==> config.mk <==
export PLATFORM = sky130hd
export DESIGN_NAME = fxa_prep
export DESIGN_NICKNAME = d
export VERILOG_FILES = /design/src/hw/rtl/fxa_pkg.sv /design/src/hw/rtl/fxa_prep.sv
export SDC_FILE = /design/constraint.sdc
export NUM_CORES = 2
export LEC_CHECK = 0
export CORE_MARGIN = 5
export CORE_UTILIZATION = 60
export DETAILED_ROUTE_END_ITERATION = 10
export DONT_BUFFER_PORTS = 1
export HOLD_SLACK_MARGIN = 0.05
export PLACE_DENSITY = 0.75
export SETUP_SLACK_MARGIN = 0.4
export SYNTH_ARGS = -nofsm -noshare
export SYNTH_HDL_FRONTEND = slang
export SYNTH_SLANG_ARGS = --single-unit
==> constraint.sdc <==
create_clock -name clk -period 7.2 [get_ports clk]
set_input_delay 1.8 -clock clk [delete_from_list [all_inputs] [get_ports clk]]
set_output_delay 1.8 -clock clk [all_outputs]
set_load 0.05 [all_outputs]
==> src/hw/rtl/fxa_pkg.sv <==
// Shared types and opcodes for the fixed-point ALU.
package fxa_pkg;

    localparam int DataW = 32;

    typedef enum logic [3:0] {
        OP_ADD   = 4'd0,
        OP_SUB   = 4'd1,
        OP_MUL   = 4'd2,
        OP_DIV   = 4'd3,
        OP_LT    = 4'd4,
        OP_LE    = 4'd5,
        OP_GT    = 4'd6,
        OP_GE    = 4'd7,
        OP_EQ    = 4'd8,
        OP_NE    = 4'd9,
        OP_INC   = 4'd10,
        OP_DEC   = 4'd11,
        OP_MIN   = 4'd12,
        OP_MAX   = 4'd13,
        OP_TOINT = 4'd14,
        OP_FRINT = 4'd15
    } op_t;

    typedef struct packed {
        op_t          kind;
        logic [31:0]  res;
        logic         cmp;
        logic         sat;
        logic         dz;
        logic         neg;
        logic         ovf;
        logic [63:0]  prod;
        logic [33:0]  rem;
        logic [31:0]  nlow;
        logic [32:0]  den;
        logic [31:0]  quo;
    } payload_t;

endpackage

==> src/hw/rtl/fxa_prep.sv <==
// Front stage: decode, simple ops, multiply and divider setup.
module fxa_prep #(
    parameter int FRAC_BITS = 8
) (
    input  logic              clk,
    input  logic              rst_n,
    input  logic              in_valid,
    output logic              in_ready,
    input  logic [3:0]        kind,
    input  logic [31:0]       operand_a,
    input  logic [31:0]       operand_b,
    output logic              out_valid,
    input  logic              out_ready,
    output fxa_pkg::payload_t out_data
);
    import fxa_pkg::*;

    localparam int NumW = 33 + FRAC_BITS;

    logic            valid_reg;
    payload_t        data_reg;
    payload_t        data_next;
    logic signed [32:0] a_s;
    logic signed [32:0] b_s;
    logic signed [32:0] sum_s;
    logic signed [32:0] dif_s;
    logic signed [32:0] inc_s;
    logic signed [32:0] dec_s;
    logic signed [63:0] shl_s;
    logic [31:0]     mag_a;
    logic [31:0]     mag_b;
    logic [NumW-1:0] num;
    logic [32:0]     den;
    logic            lt;
    logic            eq;

    assign in_ready  = !valid_reg || out_ready;
    assign out_valid = valid_reg;
    assign out_data  = data_reg;

    function automatic logic [31:0] clip33(input logic signed [32:0] v, output logic s);
        logic [31:0] r;
        begin
            s = (v[32] != v[31]);
            if (!s)
                r = v[31:0];
            else if (v[32])
                r = 32'h8000_0000;
            else
                r = 32'h7FFF_FFFF;
            return r;
        end
    endfunction

    always_comb
    begin
        a_s   = {operand_a[31], operand_a};
        b_s   = {operand_b[31], operand_b};
        sum_s = a_s + b_s;
        dif_s = a_s - b_s;
        inc_s = a_s + 33'sd1;
        dec_s = a_s - 33'sd1;
        shl_s = {{32{operand_a[31]}}, operand_a} <<< FRAC_BITS;
        mag_a = operand_a[31] ? (32'd0 - operand_a) : operand_a;
        mag_b = operand_b[31] ? (32'd0 - operand_b) : operand_b;
        lt    = $signed(operand_a) < $signed(operand_b);
        eq    = operand_a == operand_b;
        den   = {mag_b, 1'b0};
        num   = ({{(NumW-32){1'b0}}, mag_a} << (FRAC_BITS + 1))
              + {{(NumW-32){1'b0}}, mag_b};

        data_next      = '0;
        data_next.kind = op_t'(kind);
        data_next.neg  = operand_a[31] ^ operand_b[31];
        data_next.prod = {32'd0, mag_a} * {32'd0, mag_b};
        data_next.den  = den;
        data_next.rem  = {{(34-(FRAC_BITS+1)){1'b0}}, num[NumW-1:32]};
        data_next.nlow = num[31:0];
        data_next.ovf  = {{(34-(FRAC_BITS+1)){1'b0}}, num[NumW-1:32]} >= {1'b0, den};

        case (op_t'(kind))
            OP_ADD:   data_next.res = clip33(sum_s, data_next.sat);
            OP_SUB:   data_next.res = clip33(dif_s, data_next.sat);
            OP_INC:   data_next.res = clip33(inc_s, data_next.sat);
            OP_DEC:   data_next.res = clip33(dec_s, data_next.sat);
            OP_DIV:   data_next.dz  = (operand_b == 32'd0);
            OP_LT:    data_next.cmp = lt;
            OP_LE:    data_next.cmp = lt || eq;
            OP_GT:    data_next.cmp = !lt && !eq;
            OP_GE:    data_next.cmp = !lt;
            OP_EQ:    data_next.cmp = eq;
            OP_NE:    data_next.cmp = !eq;
            OP_MIN:   data_next.res = lt ? operand_a : operand_b;
            OP_MAX:   data_next.res = lt ? operand_b : operand_a;
            OP_TOINT: data_next.res = 32'($signed(operand_a) >>> FRAC_BITS);
            OP_FRINT:
            begin
                if (shl_s > 64'sh7FFF_FFFF)
                begin
                    data_next.res = 32'h7FFF_FFFF;
                    data_next.sat = 1'b1;
                end
                else if (shl_s < -64'sh8000_0000)
                begin
                    data_next.res = 32'h8000_0000;
                    data_next.sat = 1'b1;
                end
                else
                    data_next.res = shl_s[31:0];
            end
            default:  data_next.res = '0;
        endcase
    end

    always_ff @(posedge clk or negedge rst_n)
    begin
        if (!rst_n)
            valid_reg <= 1'b0;
        else if (in_ready)
            valid_reg <= in_valid;
    end

    always_ff @(posedge clk)
    begin
        if (in_ready && in_valid)
            data_reg <= data_next;
    end

endmodule

# Word-level counts from Yosys, hierarchy flattened
# Cells that the tools add are included.
# totals
register_bits	179
elab_cells	72
# classes
n_addsub	7
mul	1
magnitude_cmp	4
eq_ne	19
muxes	19
bitwise	1
reduce_logical	9
# ops
operator	count
32-bit two-way mux	14
32-bit one-hot mux with 8 select lines	1
32-bit by 32-bit multiplier with 64-bit output	1
1-bit by 32-bit subtractor with 32-bit output (first input constant)	2
41-bit by 32-bit adder with 41-bit output	1
40-bit by 32-bit greater-than comparator with 1-bit output (second input constant)	1
40-bit by 32-bit less-than comparator with 1-bit output (second input constant)	1
32-bit by 2-bit adder with 33-bit output (second input constant)	1
32-bit by 32-bit adder with 33-bit output	1
9-bit by 33-bit >= comparator with 1-bit output	1
32-bit by 2-bit subtractor with 33-bit output (second input constant)	1
32-bit by 32-bit subtractor with 33-bit output	1
32-bit == test	1
4-bit == test (second input constant)	8
32-bit zero test	1
32-bit less-than comparator	1
4-bit by 3-bit == test with 1-bit output (second input constant)	4
1-bit one-hot mux with 6 select lines	1
1-bit one-hot mux with 5 select lines	1
4-bit by 1-bit == test with 1-bit output (second input constant)	1
4-bit by 2-bit == test with 1-bit output (second input constant)	1
4-bit zero test	1
1-bit inequality test	4
1-bit zero test	3
4 further kinds	7

# Depth between registers and ports, before layout
# logic_depth
ltp_word	4
depth_mapped	37

# Worst setup path before layout
# No wires, ideal clock.
# synth_path
path_kind	input -> register
from	in operand_a[0]
to	reg data_reg (netlist bit out_data[191]) (data pin)
setup_time_ps	261
t_arrival_ps	10932
t_required_ps	6939
setup_slack_ps	-3993
path_stages	34
path_cell_list	inv_1 > clkbuf_1 > ha_1 > nand2_1 > or2_2 > clkbuf_1 > or3_1 > or3_1 > nand2_1 > xor2_2 > clkbuf_1 > nor2_1 > fa_1 > inv_1 > fa_1 > fa_1 > fa_1 > inv_1 > fa_1 > fa_1 > fa_1 > fa_1 > ha_1 > clkbuf_1 > a21o_1 > a31oi_1 > nor3b_1 > nand4_1 > nand2_1 > a31oi_1 > o311a_1 > o31ai_1 > or4b_2 > nand3_1
# synth_lines
item	line	source
start: declaration	fxa_prep.sv:10	input logic [31:0] operand_a,
end signal: assignment	fxa_prep.sv:126	data_reg <= data_next;
end: declaration	fxa_prep.sv:21	payload_t data_reg;

==> impl_metrics.tcl <==
set metrics [dict create \
    outcome "complete, but fails checks" \
    violations "setup timing" \
    worst_pin_slew_ns 1.23 \
    io_buffer_count 0 \
    slew_headroom_pct 18.3 \
    setup_tns_ns -128.69 \
    synth-compound-area-share_pct 9.36 \
    yosysSeqAreaShare_pct 10.8 \
    final_area_sq_um 58800 \
    core.rowCount 103 \
    synth_top_area_cell "fa_1" \
    rsz0062_at_grt "yes" \
    dr.pass1.iters 8 \
    fmax_ghz 0.0931 \
    muxShareOfSynthArea_pct 0.153 \
    place_area_sq_um 55000 \
    antenna_found_initial 9 \
    regArea_sq_um 5100 \
    numCtsBuffers 17 \
    synth-edff-count 169 \
    synth-xor-area-share_pct 4.62 \
    track_usage_pct 42.0 \
    grt_overflow 0 \
    yosysWarnings 0 \
    ios 310 \
    core_area_sq_um 78600 \
    htree_levels 4 \
    grt_pass1_vias 45375 \
    area_growth_pct 24.1 \
    synthSimpleGateAreaFrac_pct 15.9 \
    setup_viol 55 \
    final_nets 7527 \
    routed_wl_um 182000 \
    start_util_pct 60.3 \
    dieArea_sq_um 84700 \
    synth-adder-area-share_pct 47.5 \
    startpoint_type "input pin" \
    worst_slack_ns -3.54 \
    synth_top_family_by_area "adder cells" \
    syn_avg_cell_area_sq_um 8.53 \
    drt_iter0_markers 5029 \
    final_cell_mix "962 x inv_1, 853 x fa_1, 796 x buf_4" \
    nFillCells 5569 \
    critPathMaxFanout 6 \
    grt_first_pass_wirelength_um 271000 \
    dr_total_vias 44046 \
    period_needed_ns 10.74 \
    slowest_delay_ns 0.57 \
    slowest_stage "or4_4" \
    path_common_cell "fa_1" \
    clk-insertion-delay-late_ns 0.52 \
    via_per_inst 6.07 \
    grt_max_degree 91 \
    synth_top_area_share_pct 38.0 \
    end_kind "register" \
    final_max_slew_viol_count 0 \
    finalCritPeriodShare_pct 149 \
    ctsRootBufferMaster "clkbuf_16" \
    hold_viol 0 \
    syn-cell-area_sq_um 47400 \
    cts_tree "built" \
    ys_top_cells_by_area "fa_1 38%, edfxtp_1 11%, ha_1 9.5%" \
    die_x_um 291 \
    dr_wl_met2_um 80100 \
    place_congestion 1.04 \
    drv_cap 0 \
    worst-setup-path-type "in -> reg" \
    routed.top_layer "met5" \
    drt-met1-wl_um 64400 \
    dp.final_hpwl_um 144000 \
    worstPathRequired_ns 7.60 \
    arrival_ns 11.14 \
    ys_ff_latch 170 \
    routedWlPerCell_um 25.1 \
    clockBufferDepth 2 \
    ys_async_sr_fraction_pct 0.588 \
    multi_input_area_sq_um 39600 \
    cts_sinks 170 \
    fp.dieH_um 291 \
    fin_skew_ns 0.0108 \
    drtAntennaViolNets 0 \
    wl_met3_um 24500 \
    final_common_cell "inv_1" \
    ys_types 86 \
    synth_flop_cell "edfxtp_1" \
    synth_cells 5551 \
    drc 0 \
    layout-drive-gt1-share_pct 23.1 \
    hold_class "in -> async" \
    cts.clk_slew.worst_paths_ns 0.08 \
]
==> final timing paths <==
check / end / slack, ns / from / depth (start not counted)
worst max-delay path: out_data[191] / -3.54 / operand_b[13] / 35
worst min-delay path: out_valid / 0.96 / rst_n / 0
worst max register to register: out_data[53] / 4.45 / out_valid / 3
worst min register to register: out_valid / 1.23 / out_valid / 2
max in group asynchronous: out_valid / 6.17 / rst_n / 0
min in group clk: out_valid / 1.23 / out_valid / 2
==> stage by stage <==
stage / util [%] / setup WS, ns / hold slack [ns] / cells
5_1_grt: 74.8 / -3.73 / 0.944 / 7258
3_5_place_dp: 70.0 / -4.09 / 1.22 / 7104
4_1_cts: 73.3 / -3.37 / 0.938 / 7221
2_1_floorplan: - / -3.38 / 1.18 / 5608
3_3_place_gp: 70.0 / -3.97 / 1.21 / 7104
6_report: 74.8 / -3.54 / 0.962 / 7262
==> final cells by class <==
cell class / instances / share of cell area (%)
inverters: 1034 / 6.78
multi-input cells: 4035 / 67.4
flip-flops and latches: 170 / 8.68
clock inverters: 14 / 0.272
diodes: 4 / 0.0170
repair buffers: 937 / 13.8
clock buffers: 18 / 0.730
well taps: 1050 / 2.24
==> metal layers <==
layer,up-vias,track usage (%)
met1,21639,52.2
met4,10,23.3
li1,18509,-
met5,-,0
met3,775,14.5
met2,3113,64.6
==> synthesized netlist by cell type, types with 6 or more instances <==
| cell type | number |
|---|---|
| nand3_1 | 75 |
| o21ai_0 | 196 |
| buf_2 | 14 |
| or3_1 | 27 |
| clkbuf_1 | 263 |
| nand3b_1 | 6 |
| xor2_1 | 66 |
| nor2_1 | 719 |
| clkinv_1 | 20 |
| fa_1 | 899 |
| nand4_1 | 50 |
| nor4_1 | 21 |
| ha_1 | 361 |
| a31oi_1 | 20 |
| xnor2_1 | 182 |
| and3_1 | 26 |
| a211oi_1 | 19 |
| or2_2 | 12 |
| or4_1 | 6 |
| o21bai_1 | 26 |
| nor3b_1 | 6 |
| inv_1 | 1010 |
| o21a_1 | 12 |
| a21boi_0 | 7 |
| a221oi_1 | 24 |
| buf_4 | 67 |
| o31ai_1 | 32 |
| nor2b_1 | 25 |
| nor3_1 | 60 |
| nand2b_1 | 30 |
| a21oi_1 | 220 |
| and2_1 | 23 |
| nand4b_1 | 7 |
| a21o_1 | 51 |
| and4_1 | 6 |
| a22oi_1 | 6 |
| o211ai_1 | 26 |
| buf_1 | 25 |
| edfxtp_1 | 169 |
| nand2_1 | 630 |
==> critical path, delay by kind of cell <==
kind	cells	cell delay, ns
fa+ha+maj	9	4.30
simple gates	10	2.44
compound gates	6	1.49
buf+inv	9	0.93
xor+xnor	1	0.13
==> cells by family (layout without fill, tap and decap cells) <==
| logic type | count (synthesis) | count (layout) |
|---|---|---|
| flip-flops | 170 | 170 |
| other | 1 | 62 |
| AO/OA/AOI/OAI | 713 | 713 |
| adder cells (fa/ha/maj) | 1261 | 1261 |
| buffers and inverters | 1403 | 2003 |
| AND/OR/NAND/NOR | 1747 | 1747 |
| multiplexers | 7 | 7 |
| XOR/XNOR | 249 | 249 |
==> sequential cells by signal, indices dropped and copies added, names as in the netlist <==
signal,flops
out_valid,1
out_data,169
==> what timing repair did <==
item / CTS / global route
hold buffers: 0 / 0
setup endpoints to repair: 60 / 57
gates cloned: 0 / 1
pin swaps: 121 / 87
gates resized for setup: 280 / 200
buffers inserted: 85 / 36
Power is left out: the tool's default activity adds up to more than one toggle a clock period on the data nets, which glitch-free logic cannot reach.
