$ cat src/hw/rtl/fxa_pkg.sv
// Shared types and opcodes for the fixed-point ALU.
package fxa_pkg;

    localparam int DataW = 32;

    typedef enum logic [3:0] {
        OP_ADD   = 4'd0,
        OP_SUB   = 4'd1,
        OP_MUL   = 4'd2,
        OP_DIV   = 4'd3,
        OP_LT    = 4'd4,
        OP_LE    = 4'd5,
        OP_GT    = 4'd6,
        OP_GE    = 4'd7,
        OP_EQ    = 4'd8,
        OP_NE    = 4'd9,
        OP_INC   = 4'd10,
        OP_DEC   = 4'd11,
        OP_MIN   = 4'd12,
        OP_MAX   = 4'd13,
        OP_TOINT = 4'd14,
        OP_FRINT = 4'd15
    } op_t;

    typedef struct packed {
        op_t          kind;
        logic [31:0]  res;
        logic         cmp;
        logic         sat;
        logic         dz;
        logic         neg;
        logic         ovf;
        logic [63:0]  prod;
        logic [33:0]  rem;
        logic [31:0]  nlow;
        logic [32:0]  den;
        logic [31:0]  quo;
    } payload_t;

endpackage

$ cat src/hw/rtl/fxa_finish.sv
// Last stage: multiply rounding, quotient sign and saturation, output register.
module fxa_finish #(
    parameter int FRAC_BITS = 8
) (
    input  logic              clk,
    input  logic              rst_n,
    input  logic              in_valid,
    output logic              in_ready,
    input  fxa_pkg::payload_t in_data,
    output logic              out_valid,
    input  logic              out_ready,
    output logic [31:0]       result,
    output logic              compare_true,
    output logic              saturated,
    output logic              divide_by_zero
);
    import fxa_pkg::*;

    logic        valid_reg;
    logic [31:0] res_reg;
    logic        cmp_reg;
    logic        sat_reg;
    logic        dz_reg;
    logic [31:0] res_next;
    logic        sat_next;
    logic [63:0] mag;
    logic        big;

    assign in_ready       = !valid_reg || out_ready;
    assign out_valid      = valid_reg;
    assign result         = res_reg;
    assign compare_true   = cmp_reg;
    assign saturated      = sat_reg;
    assign divide_by_zero = dz_reg;

    always_comb
    begin
        res_next = in_data.res;
        sat_next = in_data.sat;
        if (in_data.kind == OP_MUL)
            mag = (in_data.prod + (64'd1 << (FRAC_BITS - 1))) >> FRAC_BITS;
        else
            mag = {32'd0, in_data.quo};
        big = in_data.neg ? (mag > 64'h8000_0000) : (mag > 64'h7FFF_FFFF);
        if (in_data.kind == OP_DIV)
            big = big || in_data.ovf;
        if (in_data.kind == OP_MUL || (in_data.kind == OP_DIV && !in_data.dz))
        begin
            sat_next = big;
            if (big)
                res_next = in_data.neg ? 32'h8000_0000 : 32'h7FFF_FFFF;
            else
                res_next = in_data.neg ? (32'd0 - mag[31:0]) : mag[31:0];
        end
    end

    always_ff @(posedge clk or negedge rst_n)
    begin
        if (!rst_n)
            valid_reg <= 1'b0;
        else if (in_ready)
            valid_reg <= in_valid;
    end

    always_ff @(posedge clk)
    begin
        if (in_ready && in_valid)
        begin
            res_reg <= res_next;
            cmp_reg <= in_data.cmp;
            sat_reg <= sat_next;
            dz_reg  <= in_data.dz;
        end
    end

endmodule

$ cat config.mk
export PLATFORM = sky130hd
export DESIGN_NAME = fxa_finish
export DESIGN_NICKNAME = d
export VERILOG_FILES = /design/src/hw/rtl/fxa_pkg.sv /design/src/hw/rtl/fxa_finish.sv
export SDC_FILE = /design/constraint.sdc
export NUM_CORES = 1
export LEC_CHECK = 0
export BUFFER_PORTS_ARGS = -buffer_cell sky130_fd_sc_hd__buf_2
export CORE_ASPECT_RATIO = 0.5
export CORE_UTILIZATION = 45
export CTS_BUF_LIST = sky130_fd_sc_hd__clkbuf_16
export DETAILED_ROUTE_END_ITERATION = 10
export GPL_TIMING_DRIVEN = 0
export PLACE_DENSITY = 0.82
export SLEW_MARGIN = 5
export SYNTH_ARGS = -nofsm -noshare
export SYNTH_HDL_FRONTEND = slang
export SYNTH_SLANG_ARGS = --single-unit
$ cat constraint.sdc
create_clock -name clk -period 2.3 [get_ports clk]
set_clock_uncertainty 0.2 [all_clocks]
set_input_delay 0.345 -clock clk [delete_from_list [all_inputs] [get_ports clk]]
set_output_delay 0.345 -clock clk [all_outputs]
set_load 0.05 [all_outputs]
* Yosys cells after proc, flatten, opt, wreduce, memory -nomap -nowiden *
Cells that the tools add are included.

word-level totals
  register bits after elaboration = 36
  output and inout bits = 37
  word-level logic and storage cells = 26

cells by class
  $add $sub $neg = 2
  magnitude comparators = 2
  equality and inequality tests = 2
  mux-type cells = 8
  reductions and logical operators = 7

operators with widths
  cell                                                                               count
  32-bit 2-to-1 mux                                                                  4
  64-bit by 8-bit adder with 64-bit output, second input constant                    1
  56-bit by 31-bit greater-than comparator with 1-bit output, second input constant  1
  56-bit by 32-bit greater-than comparator with 1-bit output, second input constant  1
  56-bit 2-to-1 mux                                                                  1
  1-bit by 32-bit subtractor with 32-bit output, first input constant                1
  4-bit by 2-bit equality test with 1-bit output, second input constant              2
  1-bit logical OR                                                                   3
  1-bit 2-to-1 mux                                                                   3
  1-bit logical AND                                                                  2
  1-bit logical NOT                                                                  2

* Logic depth before layout (Yosys ltp) *
Gate-level depths: netlist of the first run.

  word-level depth = 8
  gate-level depth with buffers = 18
  gate-level depth less buffers = 14

* Worst setup path after synthesis of the first run *
Ideal clock, no wire load.

  path type = in2reg
  from = input port in_data[232] (netlist name)
  to = register res_reg[27] (netlist: result[27]) (data pin)
  arrival time = 4086 ps
  required time = 1841 ps
  setup slack = -2244 ps
  stages on the path = 16
  buffers on the path = 4
  cell sequence = nor4b_2 > clkbuf_1 > clkbuf_1 > clkbuf_1 > buf_2 > a21oi_1 > inv_1 > ha_1 > o21ai_0 > nor2_1 > nand3_1 > nor3_1 > a31oi_1 > nor2_4 > a211oi_1 > a211o_1

on the way
  longest elaborated chain between the ends = 8
  elaborated cells between the ends (all ways) = 14
  classes of those cells = add/sub (1); order compare (2); eq/ne (2); mux (6); reduce/logical (3)

ends and longest elaborated chain
  element                                                                                                                                   RTL line                            RTL
  from (decl)                                                                                                                               fxa_finish.sv:9                     input fxa_pkg::payload_t in_data,
  4-bit by 2-bit equality test with 1-bit output                                                                                            fxa_finish.sv:40, fxa_finish.sv:47
  56-bit 2-to-1 mux                                                                                                                         fxa_finish.sv:40                    if (in_data.kind == OP_MUL)
  56-bit by 31-bit greater-than comparator with 1-bit output or 56-bit by 32-bit greater-than comparator with 1-bit output (tied branches)  fxa_finish.sv:44                    big = in_data.neg ? (mag > 64'h8000_0000) : (mag > 64'h7FFF_FFFF);
  1-bit 2-to-1 mux                                                                                                                          fxa_finish.sv:44
  1-bit logical OR                                                                                                                          fxa_finish.sv:46                    big = big || in_data.ovf;
  1-bit 2-to-1 mux                                                                                                                          fxa_finish.sv:45                    if (in_data.kind == OP_DIV)
  32-bit 2-to-1 mux                                                                                                                         fxa_finish.sv:50                    if (big)
  32-bit 2-to-1 mux (*)                                                                                                                     fxa_finish.sv:47                    if (in_data.kind == OP_MUL || (in_data.kind == OP_DIV && !in_data.dz))
  named net res_next[27]                                                                                                                    fxa_finish.sv:24                    logic [31:0] res_next;
  to (signal assigned)                                                                                                                      fxa_finish.sv:69                    res_reg <= res_next;
  to (decl)                                                                                                                                 fxa_finish.sv:20                    logic [31:0] res_reg;

The timed path passes the listed nets; every way through them passes the cells marked *.
A chain may end at the register's enable or synchronous reset.

* Final worst setup path of the first run *
  from = input port in_data[146] (netlist name)
  to = register res_reg[20] (netlist: result[20]) (data pin)

on the way
  longest elaborated chain between the ends = 8
  elaborated cells between the ends (all ways) = 11
  classes of those cells = add/sub (2); order compare (2); mux (6); reduce/logical (1)

ends and longest elaborated chain
  element                                                                                                                                   RTL line          RTL
  64-bit by 8-bit adder with 64-bit output (*)                                                                                              fxa_finish.sv:41  mag = (in_data.prod + (64'd1 << (FRAC_BITS - 1))) >> FRAC_BITS;
  56-bit 2-to-1 mux (*)                                                                                                                     fxa_finish.sv:40
  56-bit by 31-bit greater-than comparator with 1-bit output or 56-bit by 32-bit greater-than comparator with 1-bit output (tied branches)  fxa_finish.sv:44
  1-bit 2-to-1 mux                                                                                                                          fxa_finish.sv:44
  1-bit logical OR                                                                                                                          fxa_finish.sv:46
  1-bit 2-to-1 mux                                                                                                                          fxa_finish.sv:45
  32-bit 2-to-1 mux (*)                                                                                                                     fxa_finish.sv:50
  32-bit 2-to-1 mux (*)                                                                                                                     fxa_finish.sv:47
  named net res_next[20]                                                                                                                    fxa_finish.sv:24

Marked as above.

==> results of run 1 <==
-- worst max-delay path, cell delays in order --
cell,delay (ps)
buf_8,80
nand4_1,180
or4_4,600
or3_4,450
o41ai_4,390
buf_4,180
o2111ai_4,120
o31a_1,170
o31a_1,400
buf_4,170
o311a_1,340
a311oi_2,300
-- stage by stage --
step	setup WS [ps]	instances	total power, mW
2_1_floorplan	-1391	642	1.347
3_3_place_gp	-2290	944	1.653
3_5_place_dp	-2360	944	1.665
4_1_cts	-1528	986	2.482
5_1_grt	-1610	1008	2.703
6_report	-1564	1009	2.617
-- per-layer routing --
layer  global-route usage (%)  vias to the layer above  share of wire (%)
li1                         -                     2919                  -
met1                    44.45                     3008                 43
met2                    52.46                      382                 45
met3                    4.242                       50                8.9
met4                    9.278                        0                2.5
met5                        0                        -                  0
-- registers in the layout, indices dropped and copies added, names as in the netlist --
register and flops:
saturated 1, compare_true 1, out_valid 1, divide_by_zero 1
result 32
-- Yosys cell counts, drive strengths merged (10+ instances only) --
master	instances	area (um2)
a211oi	12	95.09
a21oi	29	148.9
a31o	11	96.34
and2	16	100.1
and3	15	93.84
buf	10	67.56
clkbuf	34	127.6
edfxtp	35	1051
nand2	81	306.6
nand3	26	130.1
nand4	26	177.7
nor2	59	236.5
nor3	28	140.1
nor4	16	100.1
o21ai	38	190.2
o31ai	23	177.7
or3	13	81.33
or4	16	131.4
xnor2	26	227.7
-- final cells by class --
type                    instances  area share [%]
clock buffers                   5           1.728
flip-flops and latches         36           14.86
well taps                     140           2.420
inverters                       8          0.4148
multi-input cells             556           57.24
clock inverters                 3          0.5358
repair buffers                222           19.36
diodes                          1         0.03457
plain buffers                  38           3.405
-- worst paths after layout --
| kind | endpoint | cells past startpoint | slack, ps | startpoint |
|---|---|---|---|---|
| worst min-delay path | compare_true | 1 | 50 | in_data[199] |
| worst min register to register | out_valid | 2 | 330 | out_valid |
| worst max-delay path | result[20] | 12 | -1560 | in_data[146] |
| min in group asynchronous | out_valid | 2 | 180 | rst_n |
| worst max register to register | result[4] | 2 | 590 | out_valid |
| max in group asynchronous | out_valid | 2 | 1640 | rst_n |
-- cells by family (layout without fill, tap and decap cells) --
group | Yosys count | in the layout | share of synthesized area, %
muxes | 8 | 8 | 1.737
adders and majority gates | 3 | 3 | 0.7898
and+or+nand+nor | 335 | 337 | 37.80
xor gates and xnor gates | 35 | 35 | 6.449
AOI/OAI and AO/OA | 173 | 173 | 25.85
buffers and inverters | 52 | 276 | 4.738
DFF | 36 | 36 | 22.64
other | 0 | 1 | 0
-- repair_timing --
item	CTS	global route
setup buffers	34	25
gates cloned	0	2
pin swaps	36	51
endpoints found under the setup margin	33	33
hold buffers	1	0
gates resized for setup	66	98
hold endpoints to repair	1	0
-- power by group --
group / internal, mW / switching (mW) / total, mW
logic: 0.413 / 0.684 / 1.10
clock network: 0.504 / 0.233 / 0.737
registers: 0.775 / 0.00839 / 0.783
total: 1.69 / 0.925 / 2.62
==> run metrics, run 1 <==
largest net degree at the start of global routing 36; core area 10,250 um2; maximum fanout along the worst path 4; CTS Buf Count 5; vias in the first global route 5,248; Via density 6.302; failing checks negative setup slack; startpoint types primary input; area delta synth->final 52.30%; Max Root-Sink Buffers 2; Mapped Avg Cell Area 7.404 um2; Starting Density 46.39%; width of the chip 147.3 um; design area 7239 um2; Final Critical Period 3864 ps; num rows 26; commonest non-fill, non-tap cell in the layout buf_2; most used flip-flop cell after synthesis edfxtp_1; synthesized instance count 642; Final setup viols 33; H-tree Lvls 2; Sequential Area 1076 um2; WP data arrival 3740 ps; max-cap violations 0; sequential share of the synthesized area 22.64%; most frequent cells in the layout buf_2, nand2_1, nor2_1; Final nets 1,110; die outline area 11,000 um2; Ys Warns 0; CTS tree built; Die Height 74.68 um; antenna violations before repair 0; Post-synth EDFFs 35; DRT antenna net count 0; drt wl/cell 19.36 um; Peak VDD IR 0.0003440 V; fmax 0.2588 GHz; global-route usage over all layers 31.87%; Slew @ Worst Pin 875.6 ps; Worst Path Required 2180 ps; final worst slack -1564 ps; Worst Path Class, Setup in2reg; Final period util 168.0%; Slew headroom 41.62%; final core occ 70.65%; Max Transition Viols Final 0; synthesis-stage register bit count 36; setup TNS -46,830 ps; Remaining DRCs 0; P_leak 2.824 nW; syn_nets 885; RSZ-0062 raised after global routing true; Worst Setup End Kind flip-flop; initial drt markers 721; first-pass GRT wire length 27,520 um; clk_lat worst skew 270 ps; min-delay worst type in2reg; Placer Congestion 0.9474; pwr dens 361.5 nW/um2; Reg clk slew, reported paths 50 ps; Final Hold Fails 0; via count 6,359; Port Buffers 162; placed inst area 5893 um2; drt pass-1 iters 5; share of post-route cells with drive strength above 1 42.51%; clock sinks 36; area of the multi-input gates 4144 um2; grt ovf 0; library cells used by synthesis 67; synthesized area 4753 um2; DP HPWL 13,980 um; Root Buffer clkbuf_16; number of I/O pins 277; status complete, but fails checks; Post-synth ARST share 2.778%; drt total wl 19,540 um; Filler Cells Inserted 794; hold slack 53.19 ps
Note: power is estimated with default switching activity, not from simulation.
==> run 2: changes to the inputs <==
CELL_PAD_IN_SITES_DETAIL_PLACEMENT = 0   (was unset)
CELL_PAD_IN_SITES_GLOBAL_PLACEMENT = 1   (was unset)
CORE_UTILIZATION = 31   (was 45)
PLACE_DENSITY = unset   (was 0.82)
PLACE_DENSITY_LB_ADDON = 0.1   (was unset)
==> run 2 against run 1 <==
Effect of this change:
- the flow still finishes with violations (negative setup slack)
- wire length up 4.9%
- cell count increased by 4.6%
- critical endpoint is now result[22]
- register-to-register slack lost 30 ps
==> run metrics, run 2 (synthesized netlist as in run 1, its figures left out) <==
maximum fanout along the worst path 7 (+3); WP data arrival 3550 ps (-190 ps); Worst Path Required 2130 ps (-50 ps); RR Startpoint out_valid; Slew @ Worst Pin 1054 ps (+178.3 ps); area of the multi-input gates 4165 um2 (+0.51%); Starting Density 32.33% (-14 points); Net Sw Power 932.4 uW (+0.77%); fmax 0.2688 GHz (+3.9%); core area 14,700 um2 (+43%); r2r setup slk 560 ps (-30 ps); sw frac 37.29% (+1.9 points); final core occ 49.00% (-22 points); width of the chip 177.1 um (+20%); area delta synth->final 51.54%; vias in the first global route 5,295 (+0.90%); Crit path buffers/inverters 2 (-1); pwr dens 347.1 nW/um2 (-4.0%); global-route usage over all layers 25.41% (-6.5 points); Peak VDD IR 0.0002840 V (-17%); Filler Cells Inserted 1,500 (+89%); Remaining DRCs 0 (unchanged); P_leak 2.761 nW (-2.2%); Design Power 2.500 mW (-4.5%); Sequential Area 1076 um2 (unchanged); antenna violations before repair 3 (+3); drt total wl 20,490 um (+4.9%); Final period util 161.7% (-6.2 points); via count 5,910 (-7.1%); failing checks negative setup slack; R2R depth 2 (unchanged); design area 7203 um2 (-0.50%); max reg flops 32 (unchanged); Layout Cells excl Fill 1,055 (+4.6%); CP most frequent cell or4_4; Placer Congestion 0.9040 (-4.6%); Final nets 1,097 (-1.2%); Max Root-Sink Buffers 2 (unchanged); Final setup viols 33 (unchanged); met1 Track Usage GR 37.20% (-7.3 points); Root Buffer clkbuf_16; Worst Setup End Kind flip-flop; Int Power 1.568 mW (-7.3%); startpoint types primary input; Final Hold Fails 0 (unchanged); die outline area 15,860 um2 (+44%); Clk pwr share 25.7% (-2.4 points); met3 usage in global routing 3.401% (-0.84 points); final worst slack -1420 ps (+143.4 ps); GRT busiest layer met2; placed inst area 5966 um2 (+1.2%); most frequent cells in the layout buf_2, nand2_1, nor2_1; Worst Path Class, Setup in2reg; share of post-route cells with drive strength above 1 41.87% (-0.64 points); slowest CP cell or4_4; H-tree Lvls 2 (unchanged); clk_lat worst skew 270 ps (about the same); R2R Path End result[5]; hold slack 50.37 ps (-2.814 ps); sequential share of power 31.4% (+1.5 points); setup TNS -44,130 ps (+2695 ps); num rows 31 (+19%); met2 usage 40.02% (-12 points); Cell Chain, Critical Path buf_2, nand4_1, or3_4, or4_4, o21ai_2, o211ai_1, or4_4, o31a_1, buf_4, nor3_4, o21bai_1, a31o_2; CTS tree built; number of cells on the critical path 12 (unchanged); commonest non-fill, non-tap cell in the layout buf_2; RSZ-0062 raised after global routing true; status complete, but fails checks; Final Critical Period 3720 ps (-143.4 ps); drt wl/cell 19.42 um (+0.32%); max-cap violations 0 (unchanged); Reg clk slew, reported paths 50 ps (about the same); Die Height 89.56 um (+20%); drt pass-1 iters 5 (unchanged); min-delay worst type in2reg; Max Transition Viols Final 0 (unchanged); crit path launch in_data[153]; crit-path leading delay family simple AND/OR/NAND/NOR gates; Slew headroom 29.74% (-12 points); Comb power frac 42.9% (+1.0 points); number of I/O pins 277 (unchanged); Port Buffers 162 (unchanged); DP HPWL 15,980 um (+14%); DRT antenna net count 0 (unchanged); Placed Cells 1,002 (+6.1%); max incr delay on CP 590 ps (about the same); largest net degree at the start of global routing 36 (unchanged); clock sinks 36 (unchanged); first-pass GRT wire length 30,450 um (+11%); grt ovf 0 (unchanged); Via density 5.602 (-11%); Setup crit end result[22]; Place WS -2519 ps (-158.6 ps); initial drt markers 480 (-33%); CTS Buf Count 5 (unchanged)
## run 2: routing by layer
layer	vias to the layer above	share of wire, %
li1	2893	-
met3	18	7.6
met5	-	0.039
met4	2	1.1
met2	231	42
met1	2766	49
## run 2: area by class of cell
| type | count | share of cell area [%] |
|---|---|---|
| antenna | 2 | 0.06948 |
| multi-input combinational | 554 | 57.83 |
| clock buffer | 5 | 1.737 |
| inverter | 8 | 0.4169 |
| sequential | 36 | 14.94 |
| timing repair buffer | 210 | 17.44 |
| clock inverter | 3 | 0.2606 |
| buffer | 39 | 3.874 |
| tap | 198 | 3.439 |
## run 2: power by group through the flow
stage          logic [mW]  registers (mW)  clock network, mW
2_1_floorplan       0.407           0.939                  0
3_3_place_gp        0.889           0.797                  0
3_5_place_dp        0.893           0.799                  0
4_1_cts              1.03           0.785              0.644
5_1_grt              1.15           0.788              0.670
6_report             1.07           0.785              0.642
## run 2: how the worst min path moves through the flow
stage	endpoint	slack (ps)	depth (start not counted)	start
floorplan	out_valid	-150	0	rst_n
global placement	out_valid	-80	1	rst_n
detailed placement	out_valid	-70	1	rst_n
CTS	compare_true	50	1	in_data[199]
global route	compare_true	50	1	in_data[199]
finish	compare_true	50	1	in_data[199]
## run 2: timing repair
action / CTS / global route
cloned: 1 / 0
buffers inserted: 40 / 8
endpoints found under the hold margin: 1 / 0
endpoints found under the setup margin: 33 / 33
gates resized for setup: 102 / 41
hold buffers: 1 / 0
pin swaps: 48 / 39
