**config.mk**
```make
export PLATFORM = sky130hd
export DESIGN_NAME = fxa_div_cell
export DESIGN_NICKNAME = d
export VERILOG_FILES = /design/src/hw/rtl/fxa_pkg.sv /design/src/hw/rtl/fxa_div_cell.sv
export SDC_FILE = /design/constraint.sdc
export NUM_CORES = 1
export LEC_CHECK = 0
export ABC_AREA = 1
export BUFFER_PORTS_ARGS = -buffer_cell sky130_fd_sc_hd__buf_2
export CORE_AREA = 2 2 186 188
export CTS_CLUSTER_SIZE = 20
export DETAILED_ROUTE_END_ITERATION = 8
export DIE_AREA = 0 0 188 190
export PLACE_DENSITY_LB_ADDON = 0.12
export SLEW_MARGIN = 40
export SYNTH_ARGS = -nofsm -noshare
export SYNTH_HDL_FRONTEND = slang
export SYNTH_SLANG_ARGS = --single-unit
export TNS_END_PERCENT = 50
```
**constraint.sdc**
```tcl
create_clock -name clk -period 17.9 [get_ports clk]
set_input_delay 3.58 -clock clk [delete_from_list [all_inputs] [get_ports clk]]
set_output_delay 3.58 -clock clk [all_outputs]
set_load 0.02 [all_outputs]
```
**src/hw/rtl/fxa_pkg.sv**
```systemverilog
// Shared types and opcodes for the fixed-point ALU.
package fxa_pkg;

    localparam int DataW = 32;

    typedef enum logic [3:0] {
        OP_ADD   = 4'd0,
        OP_SUB   = 4'd1,
        OP_MUL   = 4'd2,
        OP_DIV   = 4'd3,
        OP_LT    = 4'd4,
        OP_LE    = 4'd5,
        OP_GT    = 4'd6,
        OP_GE    = 4'd7,
        OP_EQ    = 4'd8,
        OP_NE    = 4'd9,
        OP_INC   = 4'd10,
        OP_DEC   = 4'd11,
        OP_MIN   = 4'd12,
        OP_MAX   = 4'd13,
        OP_TOINT = 4'd14,
        OP_FRINT = 4'd15
    } op_t;

    typedef struct packed {
        op_t          kind;
        logic [31:0]  res;
        logic         cmp;
        logic         sat;
        logic         dz;
        logic         neg;
        logic         ovf;
        logic [63:0]  prod;
        logic [33:0]  rem;
        logic [31:0]  nlow;
        logic [32:0]  den;
        logic [31:0]  quo;
    } payload_t;

endpackage

```
**src/hw/rtl/fxa_div_cell.sv**
```systemverilog
// One restoring-divide cell: one quotient bit per cell, payload passes along.
module fxa_div_cell (
    input  logic              clk,
    input  logic              rst_n,
    input  logic              in_valid,
    output logic              in_ready,
    input  fxa_pkg::payload_t in_data,
    output logic              out_valid,
    input  logic              out_ready,
    output fxa_pkg::payload_t out_data
);
    import fxa_pkg::*;

    logic        valid_reg;
    payload_t    data_reg;
    payload_t    data_next;
    logic [33:0] rem2;
    logic        ge;

    assign in_ready  = !valid_reg || out_ready;
    assign out_valid = valid_reg;
    assign out_data  = data_reg;

    always_comb
    begin
        rem2      = {in_data.rem[32:0], in_data.nlow[31]};
        ge        = rem2 >= {1'b0, in_data.den};
        data_next = in_data;
        data_next.rem  = ge ? (rem2 - {1'b0, in_data.den}) : rem2;
        data_next.nlow = {in_data.nlow[30:0], 1'b0};
        data_next.quo  = {in_data.quo[30:0], ge};
    end

    always_ff @(posedge clk or negedge rst_n)
    begin
        if (!rst_n)
            valid_reg <= 1'b0;
        else if (in_ready)
            valid_reg <= in_valid;
    end

    always_ff @(posedge clk)
    begin
        if (in_ready && in_valid)
            data_reg <= data_next;
    end

endmodule

```
# [After elaboration in Yosys (flattened, before gate mapping)]
# Cells that the tools add are included.
[word_totals] reg_bits=236
[classes] n_mux=1 add_sub_neg=1 reduce_logical=3 order_cmp=1
[op_table] operator=">= comparator 34 x 33 -> 1 bit" n=1
[op_table] operator="2-to-1 mux 34 bit" n=1
[op_table] operator="subtractor 34 x 33 -> 34 bit" n=1
[op_table] operator="logical AND 1 bit" n=1
[op_table] operator="logical NOT 1 bit" n=1
[op_table] operator="logical OR 1 bit" n=1

# [Longest topological paths before layout]
# Gate-level depths: netlist (run 1).
[depth] depth_word=3 mapped_depth=16 ltp_nobuf=16

# [Least setup slack after synthesis (run 1)]
# Ideal clock, no wire load.
[synth_timing] path_kind="input-to-reg" startpoint="in in_valid" endpoint="reg data_reg, in the netlist out_data[0] (enable)" t_required_ns=16.990 slack_ns=2.096 setup_time_ns=0.910 path_stages=2 t_arrival_ns=14.895 path_cell_list="inv_1 > a21oi_1"
[synth_between] elab_chain_len=1
[synth_lines] item="from (decl)" line_no="fxa_div_cell.sv:5" text="input logic in_valid,"
[synth_lines] item="logical AND 1 bit" line_no="fxa_div_cell.sv:44" text="if (in_ready && in_valid)"
[synth_lines] item="to (signal assigned)" line_no="fxa_div_cell.sv:45" text="data_reg <= data_next;"
[synth_lines] item="to (decl)" line_no="fxa_div_cell.sv:15" text="payload_t data_reg;"
# No other way between the ends.
# A chain may end at the register's enable or synchronous reset.

# [Worst setup path in the final report (run 1)]
[layout_timing] startpoint="in out_ready" endpoint="out in_ready"
[layout_between] elab_chain_len=1
[layout_lines] item="from (decl)" line_no="fxa_div_cell.sv:9" text="input logic out_ready,"
[layout_lines] item="logical OR 1 bit" line_no="fxa_div_cell.sv:20" text="assign in_ready = !valid_reg || out_ready;"
[layout_lines] item="to (decl)" line_no="fxa_div_cell.sv:6" text="output logic in_ready,"
# No other way between the ends.

==> out/results.ini, run 1 <==
[placement]
gp_congestion = 0.8693
io_buffers = 474
dp_hpwl_mm = 27.84
dpl_cell_area_um2 = 13310

[route]
drt_iter0_markers = 427
routed_via_density = 4.249
drt_wl_total_mm = 34.50
drt-pass1-iter-count = 4
wl_per_cell_um = 18.18
ant_nets = 0
drc = 0
vias = 8061

[sta]
setup_viol = 0
relSlewSlack_pct = 47.02
grt_setup_unrepaired = false
worst_pin_slew_ps = 794.7
final-max-slew-violation-count = 0
clock.fmax_mhz = 131.2
hold_viol_final = 0
setup_tns_ps = 0
period_share_pct = 42.58
fin_crit_ps = 7622
clock_skew_ps = 8.679

[critical_path]
cp_max_fo = 2
cp_common_cell = buf_2
crit_type = in -> out
path_buf_inv = 3
cp.arrival_ps = 4040
slowest_delay_ps = 160
critical_path.top_delay_family = buffers and inverters
crit_slowest_cell = buf_2
end_kind = output port
cp_cell_sequence = buf_2 -> inv_1 -> nand2_1 -> buf_2
r2r_slack_ps = 15700
setup.worst_path.start_class = input port
required_ps = 14320

[layout]
drive_gt1_share_pct = 39.37
layout_commonest_cell = buf_2
multi_input_area_um2 = 2710
nets = 1688
n_fill_cell = 3377
fin_area_um2 = 14230
final_cell_mix = 474 x buf_2, 306 x nand2_1, 235 x edfxtp_1
area_growth_pct = 36.77
seq_area_um2 = 7082

[clock_network]
post-cts-setup-buffers = 0
ctsResizeCount = 0
ctsRootBufferMaster = clkbuf_16
cts_tree = built
cts_sinks = 236
hold_buffers = 0
clk_latency_ps = 550
path_clk_slew_ps = 60
cts_buffers = 27
htreeDepth = 1
cts.path.max_buffers = 3

[pwr]
vdd_drop_max_mv = 0.06844
clkPwrFrac_pct = 38.3
p_switching_mw = 0.3936
share_comb_of_total_power_pct = 16.4
switching_share_pct = 27.00
p_leak_nw = 6.747
p_seq_share_pct = 45.3
power_density_nw_per_um2 = 102.5
p_int_mw = 1.064

[synthesis]
synth_edf_count = 235
synth_mux_area_share_pct = 0
async_reset_ff_share_pct = 0.4237
synth-simple-area-share_pct = 18.34
syn-instance-count = 914
synth_compound_area_share_pct = 2.057
synthAdderAreaFrac_pct = 4.162
synth_top_family_by_area = simple AND/OR/NAND/NOR gates
syn_area_um2 = 10400
ys_types = 35
ys_ff_latch = 236
syn-mean-instance-area_um2 = 11.38
ys_seq_area_share_pct = 68.09
synthFlopType = edfxtp_1
yosys_warnings = 0
synthXorXnorAreaFrac_pct = 1.347
synth_fp_nets = 1188

[floorplanning]
start_util_pct = 30.64
dieArea_um2 = 35720
floorplan.rows = 68
die_y_um = 190
dieWidth_um = 188
ios = 478
core_um2 = 33950

[global_route]
grt_pass1_vias = 8001
gr-usage-all-layers_pct = 18.61
grt_remaining_overflow = 0
grt_max_degree = 86
grt_antenna_before_repair = 12
grt_first_pass_wirelength_mm = 49.49

[outcome]
run_status = finished clean

[worst_hold_path]
hp-class = reg -> reg

[job]
cap_violations = 0

## sequential cells by signal, summed over array words and instances, names as in the netlist
| name | flops |
|---|---|
| out_data | 235 |
| out_valid | 1 |
## area by class of cell
cell class	instances	share of cell area, %
Antenna cell	7	0.1231
Clock inverter	16	1.187
Tap cell	455	4.002
Inverter	143	3.773
Multi-Input combinational cell	528	19.05
Clock buffer	34	5.145
Sequential cell	236	49.78
Timing Repair Buffer	478	16.94
## routing by layer
metal | GRT usage, % | part of all wire, %
met2 | 33.95 | 52
met5 | 0 | 0.15
met4 | 5.179 | 2.4
met3 | 4.852 | 6.4
met1 | 21.51 | 39
## worst register-to-register path: cells and delay by family (launching register included)
family,cells,cell delay (ps)
compound gates,1,170
buf+inv,2,1150
flops,1,430
## power by group through the flow
stage	registers, mW	logic [mW]	clock network, mW
floorplan	0.731	0.102	0
global placement	0.672	0.242	0
detailed placement	0.672	0.243	0
CTS	0.661	0.244	0.574
global route	0.664	0.264	0.596
finish	0.661	0.239	0.558
## cell families after synthesis
family          Yosys count
compound gates           39
xor+xnor                 16
fa+ha+maj                34
buf+inv                 150
flops                   236
other cells               1
simple gates            438
## through the flow
stage	util (%)	hold slack, ps	std cells	setup WS, ps	power (mW)
floorplan	-	768.2	914	2096	0.8337
global placement	39.18	559.2	1840	10290	0.9139
detailed placement	39.20	580.5	1840	10270	0.9148
CTS	41.85	595.5	1890	10270	1.479
global route	41.88	642.6	1894	10240	1.524
finish	41.91	599.0	1897	10280	1.458
## final timing paths
path	start	to	cells past startpoint
worst min register to register	out_valid	out_valid	2
min in group asynchronous	rst_n	out_valid	1
worst min-delay path	out_valid	out_valid	2
worst max register to register	out_valid	out_data[210]	3
worst max-delay path	out_ready	in_ready	4
max in group asynchronous	rst_n	out_valid	1
## cell usage after synthesis (2+ instances only)
cell type | n | area [um^2]
nand3b_1 | 8 | 60.06
nor2_2 | 10 | 62.56
inv_2 | 8 | 30.03
nand2_2 | 9 | 56.30
ha_1 | 33 | 412.9
a21oi_1 | 25 | 125.1
a21o_1 | 2 | 15.01
nor2_4 | 3 | 33.78
nor3_1 | 6 | 30.03
o21ai_0 | 6 | 30.03
nand2_4 | 3 | 33.78
buf_6 | 5 | 56.30
nor2_1 | 44 | 165.2
nand4_1 | 8 | 50.05
xor2_1 | 15 | 131.4
inv_1 | 134 | 503.0
edfxtp_1 | 235 | 7057
nor4_1 | 2 | 12.51
nand2_1 | 306 | 1149
o21bai_1 | 3 | 22.52
nand3_1 | 27 | 135.1
nand3_2 | 9 | 90.09
Note: power is estimated with default switching activity, not from simulation.
==> run 2: changes to the inputs <==
--- a/config.mk
+++ b/config.mk
@@ -5,12 +5,12 @@
 export SDC_FILE = /design/constraint.sdc
 export NUM_CORES = 1
 export LEC_CHECK = 0
-export ABC_AREA = 1
+export ABC_AREA = 0
 export BUFFER_PORTS_ARGS = -buffer_cell sky130_fd_sc_hd__buf_2
-export CORE_AREA = 2 2 186 188
+export CORE_AREA = 2 2 185 187
 export CTS_CLUSTER_SIZE = 20
 export DETAILED_ROUTE_END_ITERATION = 8
-export DIE_AREA = 0 0 188 190
+export DIE_AREA = 0 0 187 189
 export PLACE_DENSITY_LB_ADDON = 0.12
 export SLEW_MARGIN = 40
 export SYNTH_ARGS = -nofsm -noshare
==> constraint.sdc (replaced) <==
create_clock -name clk -period 7.85 [get_ports clk]
set_input_delay 1.57 -clock clk [delete_from_list [all_inputs] [get_ports clk]]
set_output_delay 1.57 -clock clk [all_outputs]
set_load 0.02 [all_outputs]
==> run 2 against run 1 <==
  * Wire length shrank 12%
  * Combinational power grew 110%
  * First-iteration DRC count shrank 14%
  * Clock skew shrank 3.1 ps
  * Largest cell class unchanged
==> out/results.ini, run 2 <==
[sta]
clock.fmax_mhz = 219.1
hold_viol_final = 0  ; unchanged
final-max-slew-violation-count = 0  ; unchanged
grt_setup_unrepaired = false
relSlewSlack_pct = 48.15  ; +1.1 points
setup_viol = 0  ; unchanged
worst_pin_slew_ps = 773.1  ; -21.59 ps
fin_crit_ps = 4565
period_share_pct = 58.15
setup_tns_ps = 0  ; unchanged
worst_slack_ps = 3285  ; -6993 ps
clock_skew_ps = 5.545  ; -3.134 ps

[synthesis]
synth_area_leaders = edfxtp_1 75%, ha_1 4.4%, a21oi_1 2.9%, inv_1 1.7%, nor2_1 1.4%
synth_edf_count = 235  ; unchanged
yosysTopAreaCell = edfxtp_1
synth-simple-area-share_pct = 5.303  ; -13 points
ys_ff_latch = 236  ; unchanged
synth.most_common_cell = edfxtp_1
syn_area_um2 = 9462  ; -9.0%
synth_top_area_share_pct = 74.58  ; +6.7 points
synth_compound_area_share_pct = 9.045  ; +7.0 points
yosys_warnings = 0  ; unchanged
async_reset_ff_share_pct = 0.4237  ; unchanged
synthFlopType = edfxtp_1
ys_seq_area_share_pct = 74.85  ; +6.8 points
synthAdderAreaFrac_pct = 4.576  ; +0.41 points
synth_fp_nets = 878  ; -26%
syn-instance-count = 604  ; -34%
synth_commonest_cells = 235 x edfxtp_1, 55 x a21oi_1, 42 x inv_1
synthXorXnorAreaFrac_pct = 2.314  ; +0.97 points
synth_top_family_by_area = compound AO/OA/AOI/OAI gates
synth_mux_area_share_pct = 1.256  ; +1.3 points
syn-mean-instance-area_um2 = 15.66  ; +38%
ys_types = 54  ; +54%

[route]
drt_wl_total_mm = 30.40  ; -12%
routed_via_density = 4.379  ; +3.1%
ant_nets = 0  ; unchanged
wl_per_cell_um = 19.46  ; +7.0%
drc = 0  ; unchanged
vias = 6840  ; -15%
drt_iter0_markers = 367  ; -14%
drt-pass1-iter-count = 4  ; unchanged

[critical_path]
cp_max_fo = 25  ; +23
reg2reg_depth = 5  ; +2
r2r_slack_ps = 5230  ; -10,470 ps
r2r-start = out_valid
crit_type = in -> reg
crit_path_end = out_data[125]
setup.worst_path.start_class = input port
startpoint = in_data[32]
cp.arrival_ps = 4830  ; +790 ps
end_kind = register
reg2reg_to = out_data[72]
required_ps = 8120  ; -6200 ps

[clock_network]
hold_buffers = 0  ; unchanged
cts_sinks = 236  ; unchanged
path_clk_slew_ps = 60  ; about the same
ctsRootBufferMaster = clkbuf_16
cts_tree = built
post-cts-setup-buffers = 0  ; unchanged
cts_buffers = 27  ; unchanged
clk_latency_ps = 530  ; -20 ps
htreeDepth = 1  ; unchanged
cts.path.max_buffers = 3  ; unchanged
ctsResizeCount = 0  ; unchanged

[layout]
seq_area_um2 = 7082  ; unchanged
layout_commonest_cell = buf_2
multi_input_area_um2 = 2140  ; -21%
final_cell_mix = 474 x buf_2, 235 x edfxtp_1, 55 x a21oi_1
largest_register_ffs = 235  ; unchanged
stdcell_count = 1562  ; -18%
final_util_pct = 39.83  ; -2.1 points
drive_gt1_share_pct = 47.43  ; +8.1 points
n_fill_cell = 3277  ; -3.0%
nets = 1367  ; -19%
area_growth_pct = 40.10

[pwr]
share_comb_of_total_power_pct = 15.5  ; -0.9 points
switching_share_pct = 25.93  ; -1.1 points
power_density_nw_per_um2 = 240.8  ; +130%
vdd_drop_max_mv = 0.1617  ; +140%
p_leak_nw = 5.694  ; -16%
p_seq_share_pct = 47.1  ; +1.8 points
p_int_mw = 2.364  ; +120%
p_total_mw = 3.192  ; +120%
p_switching_mw = 0.8277  ; +110%
clkPwrFrac_pct = 37.3  ; -1.0 points

[floorplanning]
dieArea_um2 = 35340  ; -1.1%
core_um2 = 33280  ; -2.0%
start_util_pct = 28.43  ; -2.2 points
ios = 478  ; unchanged
floorplan.rows = 67  ; -1.5%
dieWidth_um = 187  ; -0.53%
die_y_um = 189  ; -0.53%

[global_route]
grt_remaining_overflow = 0  ; unchanged
grt_pass1_vias = 6675  ; -17%
gr-usage-all-layers_pct = 16.24  ; -2.4 points
grt_antenna_before_repair = 4  ; -8
grt_first_pass_wirelength_mm = 42.86  ; -13%
grt_max_degree = 70  ; -19%

[placement]
dp_hpwl_mm = 24.08  ; -14%
pre_cts_ws_ps = 2683  ; -7592 ps
post-place-cells = 1512  ; -18%
gp_congestion = 0.7982  ; -8.2%
io_buffers = 474  ; unchanged

[job]
cap_violations = 0  ; unchanged

[outcome]
run_status = finished clean

[worst_hold_path]
hp-class = reg -> reg

run 2: cell types whose count changed after synthesis, sizes merged, moves of 18 or more:
cell / delta
a21oi: +29
o21ai: +18
nand2: -295
nor2: -22
inv: -100
nand3: -32
run 2: critical path, stage by stage:
cell,delay (ps)
buf_2,110
ha_1,210
inv_1,70
fa_1,220
a211oi_1,90
o21bai_1,160
a21oi_1,150
o31ai_2,660
a221oi_4,230
o21bai_4,540
buf_4,400
nor4b_1,300
nor3_1,90
run 2: layout make-up:
cell class | count | area share (%)
timing repair buffer | 479 | 18.73
multi-input combinational | 307 | 16.14
clock inverter | 16 | 1.019
inverter | 42 | 1.189
antenna | 3 | 0.05664
sequential | 236 | 53.43
clock buffer | 31 | 5.210
tap | 448 | 4.229
run 2: how the worst min path moves through the flow:
stage          cells after the start       from         to  slack, ps
2_1_floorplan                      2  out_valid  out_valid        780
3_3_place_gp                       2  out_valid  out_valid        520
3_5_place_dp                       2  out_valid  out_valid        520
4_1_cts                            2  out_valid  out_valid        540
5_1_grt                            2  out_valid  out_valid        580
6_report                           2  out_valid  out_valid        530
run 2: logic make-up (layout without fill, tap and decap cells):
kind of cell | count (synthesis) | after routing
AOI/OAI and AO/OA | 132 | 132
buffers and inverters | 61 | 568
xor gates and xnor gates | 25 | 25
muxes | 11 | 11
DFF | 236 | 236
and+or+nand+nor | 104 | 104
other | 1 | 4
adders and majority gates | 34 | 34
run 2: power by group through the flow:
stage / logic, mW / clock network [mW] / registers, mW
floorplan: 0.189 / 0 / 1.65
global placement: 0.493 / 0 / 1.53
detailed placement: 0.503 / 0 / 1.53
CTS: 0.505 / 1.23 / 1.51
global route: 0.539 / 1.28 / 1.51
finish: 0.496 / 1.19 / 1.50
run 2: metrics by stage:
| stage | area, um^2 | hold slack, ps |
|---|---|---|
| 3_5_place_dp | 12420 | 524.6 |
| 3_3_place_gp | 12330 | 517.0 |
| 6_report | 13260 | 535.0 |
| 5_1_grt | 13250 | 578.6 |
| 2_1_floorplan | 9462 | 782.6 |
| 4_1_cts | 13250 | 537.6 |
run 2: metal layers:
metal	GRT usage [%]	vias to the layer above	share of wire [%]	wire [um]
met2	30.65	263	53	16230
met1	17.62	3265	37	11190
li1	-	3274	-	-
met4	4.060	2	1.9	572
met5	0	-	0.043	13
met3	5.005	36	7.9	2387
==> run 3: changes to the inputs <==
==> constraint.sdc (replaced) <==
create_clock -name clk -period 4 [get_ports clk]
set_input_delay 0.8 -clock clk [delete_from_list [all_inputs] [get_ports clk]]
set_output_delay 0.8 -clock clk [all_outputs]
set_load 0.02 [all_outputs]
==> run 3 against run 2 <==
  * Critical path type unchanged
  * Via count rose by 0.32%
  * Highest routed layer unchanged
  * Critical path depth did not move
  * Largest power group unchanged
  * Largest cell class unchanged
  * Wire length rose by 1.0%
==> out/results.ini, run 3 (synthesis results as in run 2) <==
[layout]
final_cell_mix = 474 x buf_2, 235 x edfxtp_1, 55 x a21oi_1
drive_gt1_share_pct = 48.00  ; +0.56 points
largest_register_ffs = 235  ; unchanged
final_util_pct = 40.38  ; +0.55 points
diodes = 0  ; -3
stdcell_count = 1571  ; +0.58%
layout_commonest_cell = buf_2
n_fill_cell = 3245  ; -0.98%
nets = 1375  ; +0.59%
area_growth_pct = 42.03

[critical_path]
startpoint = in_data[96]
cp_max_fo = 24  ; -4.0%
end_kind = register
required_ps = 4280  ; -3840 ps
setup.worst_path.start_class = input port
crit_type = in -> reg
r2r-start = out_valid
reg2reg_depth = 3  ; -2
cp.arrival_ps = 3610  ; -1220 ps

[sta]
hold_slack_ps = 437.7  ; -97.27 ps
hold_viol_final = 0  ; unchanged
fin_crit_ps = 3325
setup_viol = 0  ; unchanged
period_share_pct = 83.13
grt_setup_unrepaired = false
clock.fmax_mhz = 300.7
relSlewSlack_pct = 53.74  ; +5.6 points
clock_skew_ps = 7.024  ; +1.479 ps
setup_tns_ps = 0  ; unchanged
worst_pin_slew_ps = 694.0  ; -79.15 ps
final-max-slew-violation-count = 0  ; unchanged

[floorplanning]
floorplan.rows = 67  ; unchanged
dieArea_um2 = 35340  ; unchanged
core_um2 = 33280  ; unchanged
dieWidth_um = 187  ; unchanged
ios = 478  ; unchanged
start_util_pct = 28.43  ; unchanged
die_y_um = 189  ; unchanged

[pwr]
p_switching_mw = 1.662  ; +100%
p_leak_nw = 5.799  ; +1.9%
share_comb_of_total_power_pct = 14.9  ; -0.6 points
vdd_drop_max_mv = 0.3732  ; +130%
switching_share_pct = 25.27  ; -0.66 points
p_seq_share_pct = 44.9  ; -2.2 points
p_int_mw = 4.915  ; +110%
power_density_nw_per_um2 = 489.5  ; +100%
clkPwrFrac_pct = 40.2  ; +2.9 points

[placement]
gp_congestion = 0.8175  ; +2.4%
dp_hpwl_mm = 24.28  ; +0.86%
io_buffers = 474  ; unchanged
post-place-cells = 1518  ; +0.40%

[clock_network]
cts.path.max_buffers = 3  ; unchanged
cts_buffers = 28  ; +3.7%
htreeDepth = 1  ; unchanged
post-cts-setup-buffers = 0  ; unchanged
cts_sinks = 236  ; unchanged
cts_tree = built
clk_latency_ps = 540  ; about the same
path_clk_slew_ps = 60  ; about the same
ctsRootBufferMaster = clkbuf_16

[route]
routed_via_density = 4.368  ; -0.25%
drc = 0  ; unchanged
ant_nets = 0  ; unchanged
drt_iter0_markers = 358  ; -2.5%
drt_wl_total_mm = 30.72  ; +1.0%
drt-pass1-iter-count = 4  ; unchanged
vias = 6862  ; +0.32%
wl_per_cell_um = 19.55  ; +0.47%

[global_route]
gr-usage-all-layers_pct = 16.54  ; +0.30 points
grt_antenna_before_repair = 5  ; +1
grt_first_pass_wirelength_mm = 43.70  ; +1.9%
grt_max_degree = 54  ; -23%
grt_remaining_overflow = 0  ; unchanged
grt_pass1_vias = 6820  ; +2.2%

[worst_hold_path]
whs_path_depth = 1  ; -1
hp-class = in -> reg
min_from = in_data[224]

[job]
cap_violations = 0  ; unchanged

[outcome]
run_status = finished clean

==> run 3: cell count changes in the layout (fill, tap and decap cells not counted), moves of 2 or more <==
cell	before	now
clkbuf_8	0	6
buf_4	1	6
buf_12	1	5
buf_16	3	0
diode_2	3	0
clkbuf_16	27	29
clkinv_1	6	4
clkinv_2	4	2
clkinvlp_4	2	0
==> run 3: final timing paths <==
path / slack [ps] / endpoint
min in group asynchronous: 570 / out_valid
max in group asynchronous: 3350 / out_valid
min reg2reg: 560 / out_valid
max: 670 / out_data[104]
max reg2reg: 2070 / out_data[118]
min: 440 / out_data[224]
==> run 3: worst max-delay path: stages <==
cell      delay, ps
buf_2           110
inv_1            50
ha_1            160
inv_1            60
fa_1            420
a211oi_1        280
o21bai_1        100
a21oi_1         340
o31ai_2         150
a221oi_4        450
o21bai_4        130
buf_4           230
mux2_1          330
==> run 3: final cells by class <==
type	count	area [um^2]	share of cell area, %
multi-input combinational	307	2140	15.92
tap	448	560.5	4.171
timing repair buffer	486	2527	18.81
sequential	236	7082	52.70
clock inverter	12	143.9	1.071
clock buffer	40	827.0	6.155
inverter	42	157.7	1.173
==> run 3: metrics by stage <==
step	area (um^2)	power, mW	setup WS, ps
final	13440	6.577	674.8
after global routing	13440	6.845	461.8
after CTS	13440	6.673	666.6
after detailed placement	12460	4.001	76.30
after global placement	12450	3.995	132.4
after floorplan	9464	3.587	583.0
==> run 3: what timing repair did <==
item	CTS	global route
hold endpoints to repair	1	0
hold buffers	1	0
resized for setup	0	0
==> run 3: power groups by stage <==
stage / logic, mW / clock network (mW) / registers, mW
final: 0.982 / 2.64 / 2.95
after detailed placement: 0.997 / 0 / 3.00
after floorplan: 0.372 / 0 / 3.22
after global placement: 0.992 / 0 / 3.00
after global routing: 1.07 / 2.81 / 2.97
after CTS: 1.00 / 2.72 / 2.95
==> run 3: metal layers <==
metal	part of all wire (%)	track usage, %	routed length [um]
met1	37	18.01	11320
met2	53	31.53	16370
met3	8.2	5.227	2530
met4	1.5	3.114	467
met5	0.12	0	36
